===== src/rtl/core/gpio_fl_pkg.sv =====
// shared types and constants for the gpio function select and level register block
// no dependencies

package gpio_fl_pkg;

    localparam int PIN_COUNT_DEF = 54;
    localparam int PIN_SLOTS     = 64;
    localparam int WORD_BITS     = 32;
    localparam int SEL_W         = 3;
    localparam int SELS_PER_WORD = 10;
    localparam int FSEL_WORDS    = 6;
    localparam int FSEL_BITS     = SELS_PER_WORD * SEL_W;
    localparam int FSEL_IDX_W    = $clog2(FSEL_WORDS);
    localparam int OFFSET_W      = 8;
    localparam int WIDX_W        = OFFSET_W - 2;

    // word index (byte offset / 4) of each register in the map
    localparam logic [WIDX_W-1:0] W_FSEL0  = 6'h00;
    localparam logic [WIDX_W-1:0] W_FSEL1  = 6'h01;
    localparam logic [WIDX_W-1:0] W_FSEL2  = 6'h02;
    localparam logic [WIDX_W-1:0] W_FSEL3  = 6'h03;
    localparam logic [WIDX_W-1:0] W_FSEL4  = 6'h04;
    localparam logic [WIDX_W-1:0] W_FSEL5  = 6'h05;
    localparam logic [WIDX_W-1:0] W_SET0   = 6'h07;
    localparam logic [WIDX_W-1:0] W_SET1   = 6'h08;
    localparam logic [WIDX_W-1:0] W_CLR0   = 6'h0A;
    localparam logic [WIDX_W-1:0] W_CLR1   = 6'h0B;
    localparam logic [WIDX_W-1:0] W_LEV0   = 6'h0D;
    localparam logic [WIDX_W-1:0] W_LEV1   = 6'h0E;
    localparam logic [WIDX_W-1:0] W_EDS0   = 6'h10;
    localparam logic [WIDX_W-1:0] W_EDS1   = 6'h11;
    localparam logic [WIDX_W-1:0] W_REN0   = 6'h13;
    localparam logic [WIDX_W-1:0] W_REN1   = 6'h14;
    localparam logic [WIDX_W-1:0] W_FEN0   = 6'h16;
    localparam logic [WIDX_W-1:0] W_FEN1   = 6'h17;
    localparam logic [WIDX_W-1:0] W_HEN0   = 6'h19;
    localparam logic [WIDX_W-1:0] W_HEN1   = 6'h1A;
    localparam logic [WIDX_W-1:0] W_LEN0   = 6'h1C;
    localparam logic [WIDX_W-1:0] W_LEN1   = 6'h1D;
    localparam logic [WIDX_W-1:0] W_AREN0  = 6'h1F;
    localparam logic [WIDX_W-1:0] W_AREN1  = 6'h20;
    localparam logic [WIDX_W-1:0] W_AFEN0  = 6'h22;
    localparam logic [WIDX_W-1:0] W_AFEN1  = 6'h23;
    localparam logic [WIDX_W-1:0] W_PUD    = 6'h25;
    localparam logic [WIDX_W-1:0] W_UDCLK0 = 6'h26;
    localparam logic [WIDX_W-1:0] W_UDCLK1 = 6'h27;

    typedef enum logic [1:0] {
        ST_OK      = 2'd0,
        ST_UNIMPL  = 2'd1,
        ST_INVALID = 2'd2
    } status_t;

    typedef enum logic [2:0] {
        OP_NONE = 3'd0,
        OP_FSEL = 3'd1,
        OP_SET  = 3'd2,
        OP_CLR  = 3'd3,
        OP_LEV  = 3'd4
    } op_t;

    // decoded access handed from the input stage to the pin registers
    typedef struct packed {
        op_t                   op;
        status_t               status;
        logic                  is_write;
        logic                  hi_half;
        logic [FSEL_IDX_W-1:0] fsel_word;
        logic [WORD_BITS-1:0]  data;
    } acc_t;

endpackage


===== src/rtl/core/gpio_fl_decode.sv =====
// input register and address decode of one register access
// depends on gpio_fl_pkg

module gpio_fl_decode
    import gpio_fl_pkg::*;
(
    input  logic                 clk,
    input  logic                 load,
    input  logic                 kind,
    input  logic [OFFSET_W-1:0]  reg_offset,
    input  logic [WORD_BITS-1:0] write_data,
    output acc_t                 acc
);

    logic                 kind_reg;
    logic [OFFSET_W-1:0]  offset_reg;
    logic [WORD_BITS-1:0] data_reg;
    logic [WIDX_W-1:0]    widx;

    always_ff @(posedge clk)
    begin
        if (load)
        begin
            kind_reg   <= kind;
            offset_reg <= reg_offset;
            data_reg   <= write_data;
        end
    end

    assign widx = offset_reg[OFFSET_W-1:2];

    always_comb
    begin
        acc           = '0;
        acc.op        = OP_NONE;
        acc.status    = ST_INVALID;
        acc.is_write  = kind_reg;
        acc.hi_half   = (widx == W_SET1) || (widx == W_CLR1) || (widx == W_LEV1);
        acc.fsel_word = widx[FSEL_IDX_W-1:0];
        acc.data      = data_reg;
        unique case (widx) inside
            W_FSEL0, W_FSEL1, W_FSEL2, W_FSEL3, W_FSEL4, W_FSEL5:
            begin
                acc.op     = OP_FSEL;
                acc.status = ST_OK;
            end
            W_SET0, W_SET1:
            begin
                acc.op     = OP_SET;
                acc.status = ST_OK;
            end
            W_CLR0, W_CLR1:
            begin
                acc.op     = OP_CLR;
                acc.status = ST_OK;
            end
            W_LEV0, W_LEV1:
            begin
                // level registers are read only
                if (kind_reg)
                begin
                    acc.op     = OP_NONE;
                    acc.status = ST_UNIMPL;
                end
                else
                begin
                    acc.op     = OP_LEV;
                    acc.status = ST_OK;
                end
            end
            W_EDS0, W_EDS1, W_REN0, W_REN1, W_FEN0, W_FEN1, W_HEN0, W_HEN1,
            W_LEN0, W_LEN1, W_AREN0, W_AREN1, W_AFEN0, W_AFEN1, W_PUD,
            W_UDCLK0, W_UDCLK1:
            begin
                acc.op     = OP_NONE;
                acc.status = ST_UNIMPL;
            end
            default:
            begin
                acc.op     = OP_NONE;
                acc.status = ST_INVALID;
            end
        endcase
    end

endmodule


===== src/rtl/core/gpio_fl_pins.sv =====
// per-pin function select and output level registers, update and read mux
// depends on gpio_fl_pkg

module gpio_fl_pins
    import gpio_fl_pkg::*;
#(
    parameter int PIN_COUNT = PIN_COUNT_DEF
)
(
    input  logic                 clk,
    input  logic                 rst_n,
    input  logic                 apply,
    input  acc_t                 acc,
    output logic [WORD_BITS-1:0] read_data
);

    localparam int FSEL_PINS = FSEL_WORDS * SELS_PER_WORD;
    localparam int FUNC_PINS = (PIN_COUNT < FSEL_PINS) ? PIN_COUNT : FSEL_PINS;

    logic [FSEL_PINS*SEL_W-1:0] fsel_flat;
    logic [FSEL_BITS-1:0]       fsel_words [FSEL_WORDS];
    logic [PIN_SLOTS-1:0]       lev_full;
    logic [WORD_BITS-1:0]       lev_word;
    logic [WORD_BITS-1:0]       rd_word;
    logic                       fsel_wr;
    logic                       set_wr;
    logic                       clr_wr;

    assign fsel_wr = apply && acc.is_write && (acc.op == OP_FSEL);
    assign set_wr  = apply && acc.is_write && (acc.op == OP_SET);
    assign clr_wr  = apply && acc.is_write && (acc.op == OP_CLR);

    for (genvar p = 0; p < FSEL_PINS; p++)
    begin : g_func
        if (p < FUNC_PINS)
        begin : g_used
            localparam int WORD = p / SELS_PER_WORD;
            localparam int LSB  = (p % SELS_PER_WORD) * SEL_W;
            logic [SEL_W-1:0] func_reg;

            always_ff @(posedge clk or negedge rst_n)
            begin
                if (!rst_n)
                    func_reg <= '0;
                else if (fsel_wr && (acc.fsel_word == FSEL_IDX_W'(WORD)))
                    func_reg <= acc.data[LSB +: SEL_W];
            end

            assign fsel_flat[p*SEL_W +: SEL_W] = func_reg;
        end
        else
        begin : g_absent
            assign fsel_flat[p*SEL_W +: SEL_W] = '0;
        end
    end

    for (genvar w = 0; w < FSEL_WORDS; w++)
    begin : g_fword
        assign fsel_words[w] = fsel_flat[w*FSEL_BITS +: FSEL_BITS];
    end

    for (genvar p = 0; p < PIN_SLOTS; p++)
    begin : g_level
        if (p < PIN_COUNT)
        begin : g_used
            localparam logic HALF = (p >= WORD_BITS);
            localparam int   BIT  = p % WORD_BITS;
            logic            lvl_reg;
            logic            hit;

            assign hit = (acc.hi_half == HALF) && acc.data[BIT];

            always_ff @(posedge clk or negedge rst_n)
            begin
                if (!rst_n)
                    lvl_reg <= 1'b0;
                else if (set_wr && hit)
                    lvl_reg <= 1'b1;
                else if (clr_wr && hit)
                    lvl_reg <= 1'b0;
            end

            assign lev_full[p] = lvl_reg;
        end
        else
        begin : g_absent
            assign lev_full[p] = 1'b0;
        end
    end

    assign lev_word = acc.hi_half ? lev_full[PIN_SLOTS-1:WORD_BITS]
                                  : lev_full[WORD_BITS-1:0];

    always_comb
    begin
        case (acc.op) inside
            OP_FSEL:        rd_word = WORD_BITS'(fsel_words[acc.fsel_word]);
            OP_SET, OP_LEV: rd_word = lev_word;
            // clear register reads back the inverted levels, absent pins as 1
            OP_CLR:         rd_word = ~lev_word;
            default:        rd_word = '0;
        endcase
    end

    assign read_data = (acc.is_write || (acc.status != ST_OK)) ? '0 : rd_word;

endmodule


===== src/rtl/core/gpio_function_and_level_regs.sv =====
// top level of the gpio function select and level register block
// depends on gpio_fl_pkg, gpio_fl_decode and gpio_fl_pins

// One register access per transfer on the input stream, one result per access on the
// output stream. An access is taken every cycle when the output side keeps up; it
// is held in the input register and decoded there, its result is loaded into the
// result register once the output side can take it and waits there until it is taken.
// Pin state is held in flip-flops cleared by reset, so the block is ready right out of
// reset. Writes take effect before the next access is decoded, so a read right after
// a write sees the written value.

module gpio_function_and_level_regs
    import gpio_fl_pkg::*;
#(
    parameter int PIN_COUNT = PIN_COUNT_DEF
)
(
    input  logic        clk,
    input  logic        rst_n,
    input  logic        s_tvalid,
    output logic        s_tready,
    input  logic [39:0] s_tdata,   // reg_offset[7:0], write_data[39:8]
    input  logic        s_tuser,   // kind (0 read, 1 write)
    output logic        m_tvalid,
    input  logic        m_tready,
    output logic [31:0] m_tdata,   // read_data[31:0]
    output logic [1:0]  m_tuser    // status[1:0]
);

    logic                 s1_valid_reg;
    logic                 s1_valid_next;
    logic                 out_valid_reg;
    logic                 out_valid_next;
    logic [WORD_BITS-1:0] out_data_reg;
    logic [1:0]           out_status_reg;
    logic                 advance;
    logic                 in_xfer;
    logic                 apply;
    acc_t                 acc;
    logic [WORD_BITS-1:0] read_data;

    assign advance  = !out_valid_reg || m_tready;
    assign s_tready = !s1_valid_reg || advance;
    assign in_xfer  = s_tvalid && s_tready;
    assign apply    = s1_valid_reg && advance;

    gpio_fl_decode u_decode (
        .clk        (clk),
        .load       (in_xfer),
        .kind       (s_tuser),
        .reg_offset (s_tdata[OFFSET_W-1:0]),
        .write_data (s_tdata[OFFSET_W +: WORD_BITS]),
        .acc        (acc)
    );

    gpio_fl_pins #(
        .PIN_COUNT (PIN_COUNT)
    ) u_pins (
        .clk       (clk),
        .rst_n     (rst_n),
        .apply     (apply),
        .acc       (acc),
        .read_data (read_data)
    );

    always_comb
    begin
        if (in_xfer)
            s1_valid_next = 1'b1;
        else if (advance)
            s1_valid_next = 1'b0;
        else
            s1_valid_next = s1_valid_reg;

        out_valid_next = advance ? s1_valid_reg : out_valid_reg;
    end

    always_ff @(posedge clk or negedge rst_n)
    begin
        if (!rst_n)
        begin
            s1_valid_reg  <= 1'b0;
            out_valid_reg <= 1'b0;
        end
        else
        begin
            s1_valid_reg  <= s1_valid_next;
            out_valid_reg <= out_valid_next;
        end
    end

    always_ff @(posedge clk)
    begin
        if (apply)
        begin
            out_data_reg   <= read_data;
            out_status_reg <= acc.status;
        end
    end

    assign m_tvalid = out_valid_reg;
    assign m_tdata  = out_data_reg;
    assign m_tuser  = out_status_reg;

endmodule


===== config.mk =====
export PLATFORM = sky130hd
export DESIGN_NAME = gpio_function_and_level_regs
export DESIGN_NICKNAME = d
export VERILOG_FILES = /design/src/rtl/core/gpio_fl_pkg.sv /design/src/rtl/core/gpio_fl_decode.sv /design/src/rtl/core/gpio_fl_pins.sv /design/src/rtl/core/gpio_function_and_level_regs.sv
export SDC_FILE = /design/constraint.sdc
export NUM_CORES = 1
export LEC_CHECK = 0
export BUFFER_PORTS_ARGS = -buffer_cell sky130_fd_sc_hd__buf_2
export CAP_MARGIN = 20
export CORE_ASPECT_RATIO = 0.75
export CORE_MARGIN = 4
export CORE_UTILIZATION = 30
export DETAILED_ROUTE_END_ITERATION = 16
export HOLD_SLACK_MARGIN = 0.15
export SETUP_SLACK_MARGIN = 0.5
export SLEW_MARGIN = 20
export SYNTH_ARGS = -nofsm -noshare
export SYNTH_HDL_FRONTEND = slang
export SYNTH_SLANG_ARGS = --single-unit

===== constraint.sdc =====
create_clock -name clk -period 4.6 [get_ports clk]
set_input_delay 0.46 -clock clk [delete_from_list [all_inputs] [get_ports clk]]
set_output_delay 0.46 -clock clk [all_outputs]
set_load 0.05 [all_outputs]

-- After elaboration in Yosys (flattened, before gate mapping)
Index checks and enable logic that the tools add are counted.
Widths: inputs -> output; s select.
- bits in writable memories: 0
- register bits: 293
- memories: 0
- latch bits: 0
- output and inout bits: 36
- memory bits (read-only): 0
- add/sub/neg operators: 0
- div/mod/pow operators: 0
- mux-type cells: 119
- shifts and indexed selects: 0
- magnitude comparators: 1
- bitwise logic cells: 3
- eq/ne operators: 37
- $mul: 0
- reduce and logical (&&, ||, !) cells: 246
- operators by type and width (kind ; number):
    $logic_and 1x1->1 ; 174
    $reduce_bool 2->1 ; 56
    $mux 1 ; 110
    $mux 32 ; 3
    $bmux 30 s3 ; 1
    $mux 30 ; 3
    $eq 6x5->1 const B ; 11
    $eq 6x6->1 const B ; 6
    $not 32->32 ; 1
    $eq 6x4->1 const B ; 5
    $pmux 5 s5 ; 1
    $eq 6x3->1 const B ; 3
    $reduce_or 17->1 ; 1
    $eq 3x2->1 const B ; 4
    $eq 6x2->1 const B ; 2
    $reduce_or 2->1 ; 5
    $eq 3x3->1 const B ; 3
    $eq 3x1->1 const B ; 2
    $eq 6x1->1 const B ; 1
    $logic_not 6->1 ; 1
    $reduce_or 6->1 ; 1
    $logic_or 1x1->1 ; 5
    $mux 5 ; 1
    $ge 4x4->1 const B ; 1
    4 further kinds ; 5

-- Depth between registers and ports, before layout
Gate-level depths: netlist (run 1).
- depth after elaboration: 8
- mapped depth: 8
- depth with buffers taken out: 5

-- Modules after synthesis
A second synthesis (run 1) with hierarchy kept.
- cells, all modules: 1033
- area, all modules: 13625.6 µm²
- modules (own cells, without submodules) (module ; cells each ; times used ; area an instance (µm²) ; sequential area each (µm²)):
    gpio_fl_pins ; 903 ; 1 ; 10974.3 ; 5405.2
    gpio_fl_decode ; 88 ; 1 ; 1526.5 ; 1171.1
    gpio_function_and_level_regs ; 42 ; 1 ; 1124.8 ; 1071.0

-- Least setup slack after synthesis (run 1)
No wires, ideal clock.
- kind: register to register
- start point: register out_valid_reg (netlist: m_tvalid)
- end point: register u_decode.data_reg[0], enable pin
- arrival time: 2.146 ns
- setup slack: 2.054 ns
- cell stages (with the launch flop): 3
- required time: 4.200 ns
- cells stage by stage: dfrtp_1 -> nand3b_1 -> and2_1
- cells in the longest elaborated chain, start to end: 4
- ends and longest elaborated chain (element ; line ; RTL):
    start, declared ; gpio_function_and_level_regs.sv:32 ; logic out_valid_reg;
    start signal, assigned ; gpio_function_and_level_regs.sv:88 ; out_valid_reg <= out_valid_next;
    $logic_not 1->1 ; gpio_function_and_level_regs.sv:42 ; assign advance = !out_valid_reg || m_tready;
    $logic_or 1x1->1 ; gpio_function_and_level_regs.sv:42 ;
    $logic_or 1x1->1 ; gpio_function_and_level_regs.sv:43 ; assign s_tready = !s1_valid_reg || advance;
    named net s_tready ; gpio_function_and_level_regs.sv:21 ; output logic s_tready,
    $logic_and 1x1->1 ; gpio_function_and_level_regs.sv:44 ; assign in_xfer = s_tvalid && s_tready;
    named net in_xfer ; gpio_function_and_level_regs.sv:37 ; logic in_xfer;
    end signal, assigned ; gpio_fl_decode.sv:26 ; data_reg <= write_data;
    end, declared ; gpio_fl_decode.sv:17 ; logic [WORD_BITS-1:0] data_reg;
The timed path passes the listed nets, and every way through them passes these cells.
A chain may end at the register's enable or synchronous reset.

-- Final worst setup path (run 1)
- start point: register u_decode.offset_reg[3]
- end point: register out_data_reg[8] (netlist: m_tdata[8]) (data pin)
- cells in the longest elaborated chain, start to end: 8
- elaborated cells between the ends (all ways): 53
- ends and longest elaborated chain (element ; line ; RTL):
    start, declared ; gpio_fl_decode.sv:16 ; logic [OFFSET_W-1:0] offset_reg;
    start signal, assigned ; gpio_fl_decode.sv:25 ; offset_reg <= reg_offset;
    parallel branches: the longest is 8 deep, another holds $mux 32 ; n/a ;
    end signal, assigned ; gpio_function_and_level_regs.sv:96 ; out_data_reg <= read_data;
    end, declared ; gpio_function_and_level_regs.sv:34 ; logic [WORD_BITS-1:0] out_data_reg;
Parallel ways; which one is timed is not known. The select of a mux whose other input is x is not followed.

==> flow_metrics.py, run 1 <==
metrics = {
    "floorplan": {
        "die_h_um": 189,
        "rows": 66,
        "initial_core_util": 0.303,
        "die_x_um": 249,
        "core_um2": 43300,
        "die_area_um2": 47100,
        "io_pins": 81,
    },
    "layout": {
        "num_antenna_cells": 0,
        "fin_nets": 1065,
        "layout-drive-gt1-share": 0.354,
        "largest_reg_flops": 162,
        "area_growth_pct": 18.8,
    },
    "grt": {
        "antenna_found_initial": 0,
        "grt_first_pass_wirelength_um": 51300,
        "globalRouteTotalUtil": 0.137,
        "grt_max_degree": 122,
        "grt_pass1_vias": 8285,
        "gr-total-overflow": 0,
    },
    "drt": {
        "wirelength_um": 32400,
        "vias": 8082,
        "drt_first_pass_iters": 4,
        "drc": 0,
        "viasPerCell": 4.99,
        "drtIter0Drc": 688,
        "drtAntennaViolNets": 0,
        "wire_per_inst_um": 20.0,
    },
    "flow_run": {
        "max_cap_viol_count": 0,
    },
    "yosys": {
        "syn_inst": 926,
        "synth_top_family_by_area": "multiplexers",
        "postSynthAreaPerCell_um2": 14.1,
        "synth-async-reset-ratio": 0.749,
        "synth_area_um2": 13100,
        "synth-seq-cells": 291,
        "ys_seq_area_frac": 0.584,
        "ys_warn_count": 0,
        "synth-compound-area-share": 0.0862,
        "ys.flop_type": "dfrtp_1",
        "synth_fa_ha_area_frac": 0,
        "muxShareOfSynthArea": 0.234,
        "ys_types": 51,
        "synth-xor-area-share": 0.00267,
        "synthSimpleGateAreaFrac": 0.0618,
        "synth_edf_count": 73,
        "synth_nets": 971,
    },
    "sta": {
        "max_slew_margin": 0.319,
        "setup_viol": 0,
        "rsz0062_at_grt": "no",
        "worst_clock_skew_ns": 0.00830,
        "hold_viol_final": 0,
        "max_clock_freq_ghz": 0.302,
        "fin_crit_sh": 0.721,
        "setup_ws_ns": 1.28,
        "slew_violations": 0,
        "final.min_clock_period_ns": 3.32,
        "worst_hold_slack_ns": 0.233,
        "setup_tns_ns": 0,
        "max_slew.worst_pin.slew_ns": 1.02,
    },
    "setup_path": {
        "cp_cell_sequence": "nand2b_1, or4_4, a31oi_4, buf_4, mux2i_1, nor3_2",
        "cpPeakStageDelay_ns": 0.98,
        "path_max_fanout": 21,
        "critical_path_class": "reg -> reg",
        "start_kind": "flip-flop",
        "crit_arrival_ns": 3.68,
        "cp-end-kind": "flip-flop",
        "required_ns": 4.96,
        "crit_slowest_cell": "edfxtp_1",
    },
    "clock_tree": {
        "htreeDepth": 1,
        "cts_tree": "done",
        "insertion_delay_ns": 0.55,
        "cts.sinks": 291,
        "post_cts_buffers": 0,
        "clockBufferDepth": 3,
        "cts_buffers": 28,
        "clkTransAtPathRegs_ns": 0.06,
        "root_buffer": "clkbuf_16",
    },
    "power": {
        "pwr-share-clk": 0.405,
        "p_leak_nw": 7.01,
        "vdd_ir_drop_max_mv": 0.222,
        "power_mw": 5.95,
        "seq_power_share": 0.499,
        "intPower_mw": 4.50,
        "swShare": 0.244,
        "pwr-share-comb": 0.096,
        "power.density_nw_per_um2": 382,
        "power.switching_mw": 1.45,
    },
    "placed_design": {
        "numPortBuffers": 78,
        "hpwl_um": 19900,
        "pre_cts_slack_ns": 1.29,
        "gp_congestion": 0.815,
    },
    "run_status": {
        "status": "finished, final reports clean",
    },
    "worst_hold_path": {
        "hp-class": "in -> reg",
    },
}
## power groups by stage
stage / Combinational [mW] / Clock [mW] / Sequential, mW
3_5_place_dp: 0.550 / 0 / 3.02
3_3_place_gp: 0.539 / 0 / 3.01
6_report: 0.571 / 2.41 / 2.97
4_1_cts: 0.579 / 2.46 / 2.97
5_1_grt: 0.624 / 2.57 / 2.99
2_1_floorplan: 0.342 / 0 / 3.02
## synth_stat cells, types with 2 or more instances
library cell | number | share of area
dfrtp_1 | 218 | 0.42
mux2_2 | 143 | 0.12
edfxtp_1 | 73 | 0.17
mux2i_1 | 64 | 0.049
nand2_1 | 59 | 0.017
a22o_1 | 54 | 0.036
buf_2 | 42 | 0.016
clkbuf_1 | 40 | 0.011
mux2_1 | 32 | 0.028
a21oi_1 | 26 | 0.0099
nor3_2 | 22 | 0.017
a221oi_1 | 21 | 0.014
mux4_2 | 20 | 0.034
nor3_1 | 17 | 0.0065
nor2_1 | 14 | 0.0040
o221a_2 | 11 | 0.0095
a211oi_1 | 8 | 0.0046
nand2b_1 | 7 | 0.0033
buf_4 | 6 | 0.0034
nand3_1 | 6 | 0.0023
o21ai_0 | 5 | 0.0019
a31oi_1 | 3 | 0.0014
nor2b_1 | 3 | 0.0014
and2_1 | 2 | 0.00096
inv_1 | 2 | 0.00057
xnor2_1 | 2 | 0.0013
xor2_1 | 2 | 0.0013
## final cells by class
cell class	instances	area, µm²
sequential	291	7650
clock inverter	6	80.1
clock buffer	46	881
tap	578	723
inverter	3	11.3
fill	4163	27700
multi-input combinational	544	5110
timing repair buffer	152	1100
## metal layers
metal	track usage	share of wire	vias up
li1	-	-	3661
met1	0.213	0.51	4185
met2	0.203	0.43	193
met3	0.0217	0.045	43
met4	0.0249	0.017	0
met5	0	0	-
## kinds of logic (layout without fill, tap and decap cells)
kind of cell / Yosys count / in the layout
flip-flops: 291 / 291
multiplexers: 259 / 259
buffers and inverters: 91 / 207
AO/OA/AOI/OAI: 138 / 138
AND/OR/NAND/NOR: 143 / 143
XOR/XNOR: 4 / 4
## cell usage in the layout (no fill, tap or decap), drive strengths merged, types with 3 or more instances in the layout
master and n:
o21ai 5, a31oi 4, mux4 20, nor2 14
clkinv 4, inv 3, nor3 39, mux2i 64
dlygate4sd3 41, o221a 11, a22o 54, nand2b 7
clkbuf 47, a211oi 8, edfxtp 73, dfrtp 218
nor2b 3, mux2 175, nand2 59, a21oi 26
a221oi 21, nand3 6, buf 110
## path summary, 6_finish.rpt
kind	start	end	cells after the start	slack (ns)
max	u_decode.offset_reg[3]	m_tdata[8]	6	1.28
min	m_tready	s1_valid_reg	3	0.23
max reg2reg	u_decode.offset_reg[3]	m_tdata[8]	6	1.28
min reg2reg	u_pins.g_func[10].g_used.func_reg[2]	u_pins.g_func[10].g_used.func_reg[2]	1	0.48
max in group asynchronous	rst_n	u_pins.g_func[42].g_used.func_reg[1]	3	3.41
min in group asynchronous	rst_n	u_pins.g_func[9].g_used.func_reg[0]	2	0.35
## through the flow
stage,util,area (µm²),instances
after detailed placement,0.327,14200,1526
after CTS,0.359,15500,1619
after floorplan,-,13100,926
final,0.360,15600,1620
after global routing,0.360,15600,1620
after global placement,0.327,14200,1526
## worst max-delay path, delay by kind of cell (launching register included)
family                 cells  cell delay, ns
AND/OR/NAND/NOR            3            1.14
flip-flops                 1            0.98
multiplexers               1            0.10
buffers and inverters      1            0.32
AO/OA/AOI/OAI              1            0.57
## repair_timing
| action | in CTS | in global routing |
|---|---|---|
| hold buffers | 41 | 0 |
| endpoints found under the setup margin | 0 | 0 |
| gates resized for setup | 0 | 0 |
| endpoints found under the hold margin | 160 | 0 |
No activity file was read; power rests on OpenSTA's default activity.
==> inputs of run 2 (changes only) <==
==> constraint.sdc (replaced) <==
create_clock -name clk -period 3.35 [get_ports clk]
set_input_delay 0.335 -clock clk [delete_from_list [all_inputs] [get_ports clk]]
set_output_delay 0.335 -clock clk [all_outputs]
set_load 0.05 [all_outputs]
==> run 2 against run 1 <==
- combinational power up 46%
- flip-flop and latch count did not move
- core utilization grew 0.52 points
- critical path depth did not move
- global-route usage is 0.46 points higher
- sequential share of layout area is 0.70 points lower
- critical endpoint is now m_tdata[1]
==> flow_metrics.py, run 2 (synthesis results as in run 1) <==
metrics = {
    "run_status": {
        "status": "finished, final reports clean",
    },
    "floorplan": {
        "io_pins": 81,
        "die_x_um": 249,
        "rows": 66,
        "core_um2": 43300,
        "initial_core_util": 0.303,
        "die_h_um": 189,
        "die_area_um2": 47100,
    },
    "grt": {
        "grt_max_degree": 96,
        "gr-total-overflow": 0,
        "grt_pass1_vias": 8586,
        "grt_first_pass_wirelength_um": 52800,
        "globalRouteTotalUtil": 0.141,
        "antenna_found_initial": 0,
    },
    "layout": {
        "final_common_cell": "dfrtp_1",
        "largest_reg_flops": 162,
        "area_growth_pct": 20.5,
        "fin_nets": 1095,
        "num_antenna_cells": 0,
        "layout-drive-gt1-share": 0.372,
        "final_cells": 1649,
        "mostFrequentLayoutCells": "dfrtp_1, mux2_2, buf_2",
    },
    "placed_design": {
        "gp_congestion": 0.783,
        "hpwl_um": 21500,
        "dp.cells": 1546,
        "numPortBuffers": 78,
    },
    "sta": {
        "final.min_clock_period_ns": 2.73,
        "worst_clock_skew_ns": 0.00696,
        "max_slew_margin": 0.449,
        "setup_tns_ns": 0,
        "slew_violations": 0,
        "max_slew.worst_pin.slew_ns": 0.827,
        "max_clock_freq_ghz": 0.366,
        "rsz0062_at_grt": "no",
        "setup_viol": 0,
        "hold_viol_final": 0,
        "fin_crit_sh": 0.815,
    },
    "clock_tree": {
        "htreeDepth": 1,
        "cts_tree": "done",
        "insertion_delay_ns": 0.55,
        "cts.sinks": 291,
        "clkTransAtPathRegs_ns": 0.06,
        "cts_buffers": 29,
        "clockBufferDepth": 3,
        "root_buffer": "clkbuf_16",
    },
    "drt": {
        "viasPerCell": 4.99,
        "wire_per_inst_um": 20.3,
        "drc": 0,
        "drt_first_pass_iters": 4,
        "drtIter0Drc": 627,
        "drtAntennaViolNets": 0,
        "wirelength_um": 33600,
        "vias": 8223,
    },
    "setup_path": {
        "crit_arrival_ns": 3.06,
        "start_kind": "flip-flop",
        "cpPeakStageDelay_ns": 0.62,
        "path_max_fanout": 13,
        "crit_slowest_cell": "edfxtp_1",
        "cp-end-kind": "flip-flop",
        "critical_path_class": "reg -> reg",
        "required_ns": 3.68,
        "cp_cell_sequence": "nor4b_1, a22oi_2, buf_4, mux2i_1, mux2i_1, nor3_1",
        "critPathMostFrequentCell": "mux2i_1",
    },
    "power": {
        "vdd_ir_drop_max_mv": 0.394,
        "intPower_mw": 6.18,
        "pwr-share-comb": 0.102,
        "power.density_nw_per_um2": 518,
        "swShare": 0.245,
        "p_leak_nw": 7.15,
        "power.switching_mw": 2.00,
        "seq_power_share": 0.497,
        "pwr-share-clk": 0.401,
    },
    "worst_hold_path": {
        "hp-class": "in -> reg",
    },
    "flow_run": {
        "max_cap_viol_count": 0,
    },
}
==> run 2: power groups by stage <==
stage	sequential [mW]	clock, mW	combinational (mW)
after floorplan	4.14	0	0.469
after global placement	4.12	0	0.768
after detailed placement	4.13	0	0.787
after CTS	4.07	3.37	0.836
after global routing	4.10	3.52	0.904
final	4.07	3.28	0.831
==> run 2: cell type report <==
class	instances	area (µm²)
flip-flops and latches	291	7650
well taps	578	723
inverters	3	11.3
fillers	4183	27500
repair buffers	181	1330
multi-input cells	544	5120
clock buffers	45	866
clock inverters	7	87.6
==> run 2: path summary, 6_finish.rpt <==
path / startpoint / end / slack (ns) / cells past startpoint
setup / recovery: u_decode.offset_reg[5] / m_tdata[1] / 0.62 / 6
hold / removal: m_tready / m_tvalid / 0.24 / 3
setup reg to reg: u_decode.offset_reg[5] / m_tdata[1] / 0.62 / 6
hold reg to reg: u_pins.g_func[18].g_used.func_reg[1] / u_pins.g_func[18].g_used.func_reg[1] / 0.48 / 1
max in group asynchronous: rst_n / u_pins.g_func[41].g_used.func_reg[0] / 2.04 / 3
min in group asynchronous: rst_n / u_pins.g_func[29].g_used.func_reg[1] / 0.41 / 2
==> run 2: layer usage <==
metal | routed length, µm | share of wire | track usage
met2 | 14600 | 0.43 | 0.210
met1 | 17000 | 0.51 | 0.219
met5 | 0 | 0 | 0
met4 | 499 | 0.015 | 0.0227
met3 | 1540 | 0.046 | 0.0242
==> run 2: timing repair <==
item,CTS,global route
hold buffers,42,0
hold endpoints to repair,130,0
resized for setup,0,1
endpoints found under the setup margin,1,42
buffers inserted,3,6
==> run 2: worst max-delay path, delay by kind of cell, from the launching register on <==
kind	cells	cell delay [ns]
flip-flops	1	0.62
buffers and inverters	1	0.37
multiplexers	2	0.35
AND/OR/NAND/NOR	2	0.59
AO/OA/AOI/OAI	1	0.58
==> run 2: metrics by stage <==
| stage | power [mW] | hold WS [ns] | cell area (µm²) | setup slack [ns] | util |
|---|---|---|---|---|---|
| 2_1_floorplan | 4.61 | 0.0394 | 13100 | 0.804 | - |
| 3_3_place_gp | 4.89 | 0.463 | 14300 | 0.568 | 0.331 |
| 3_5_place_dp | 4.92 | 0.472 | 14300 | 0.533 | 0.331 |
| 4_1_cts | 8.27 | 0.194 | 15700 | 0.559 | 0.363 |
| 5_1_grt | 8.52 | 0.237 | 15800 | 0.516 | 0.365 |
| 6_report | 8.18 | 0.239 | 15800 | 0.621 | 0.365 |
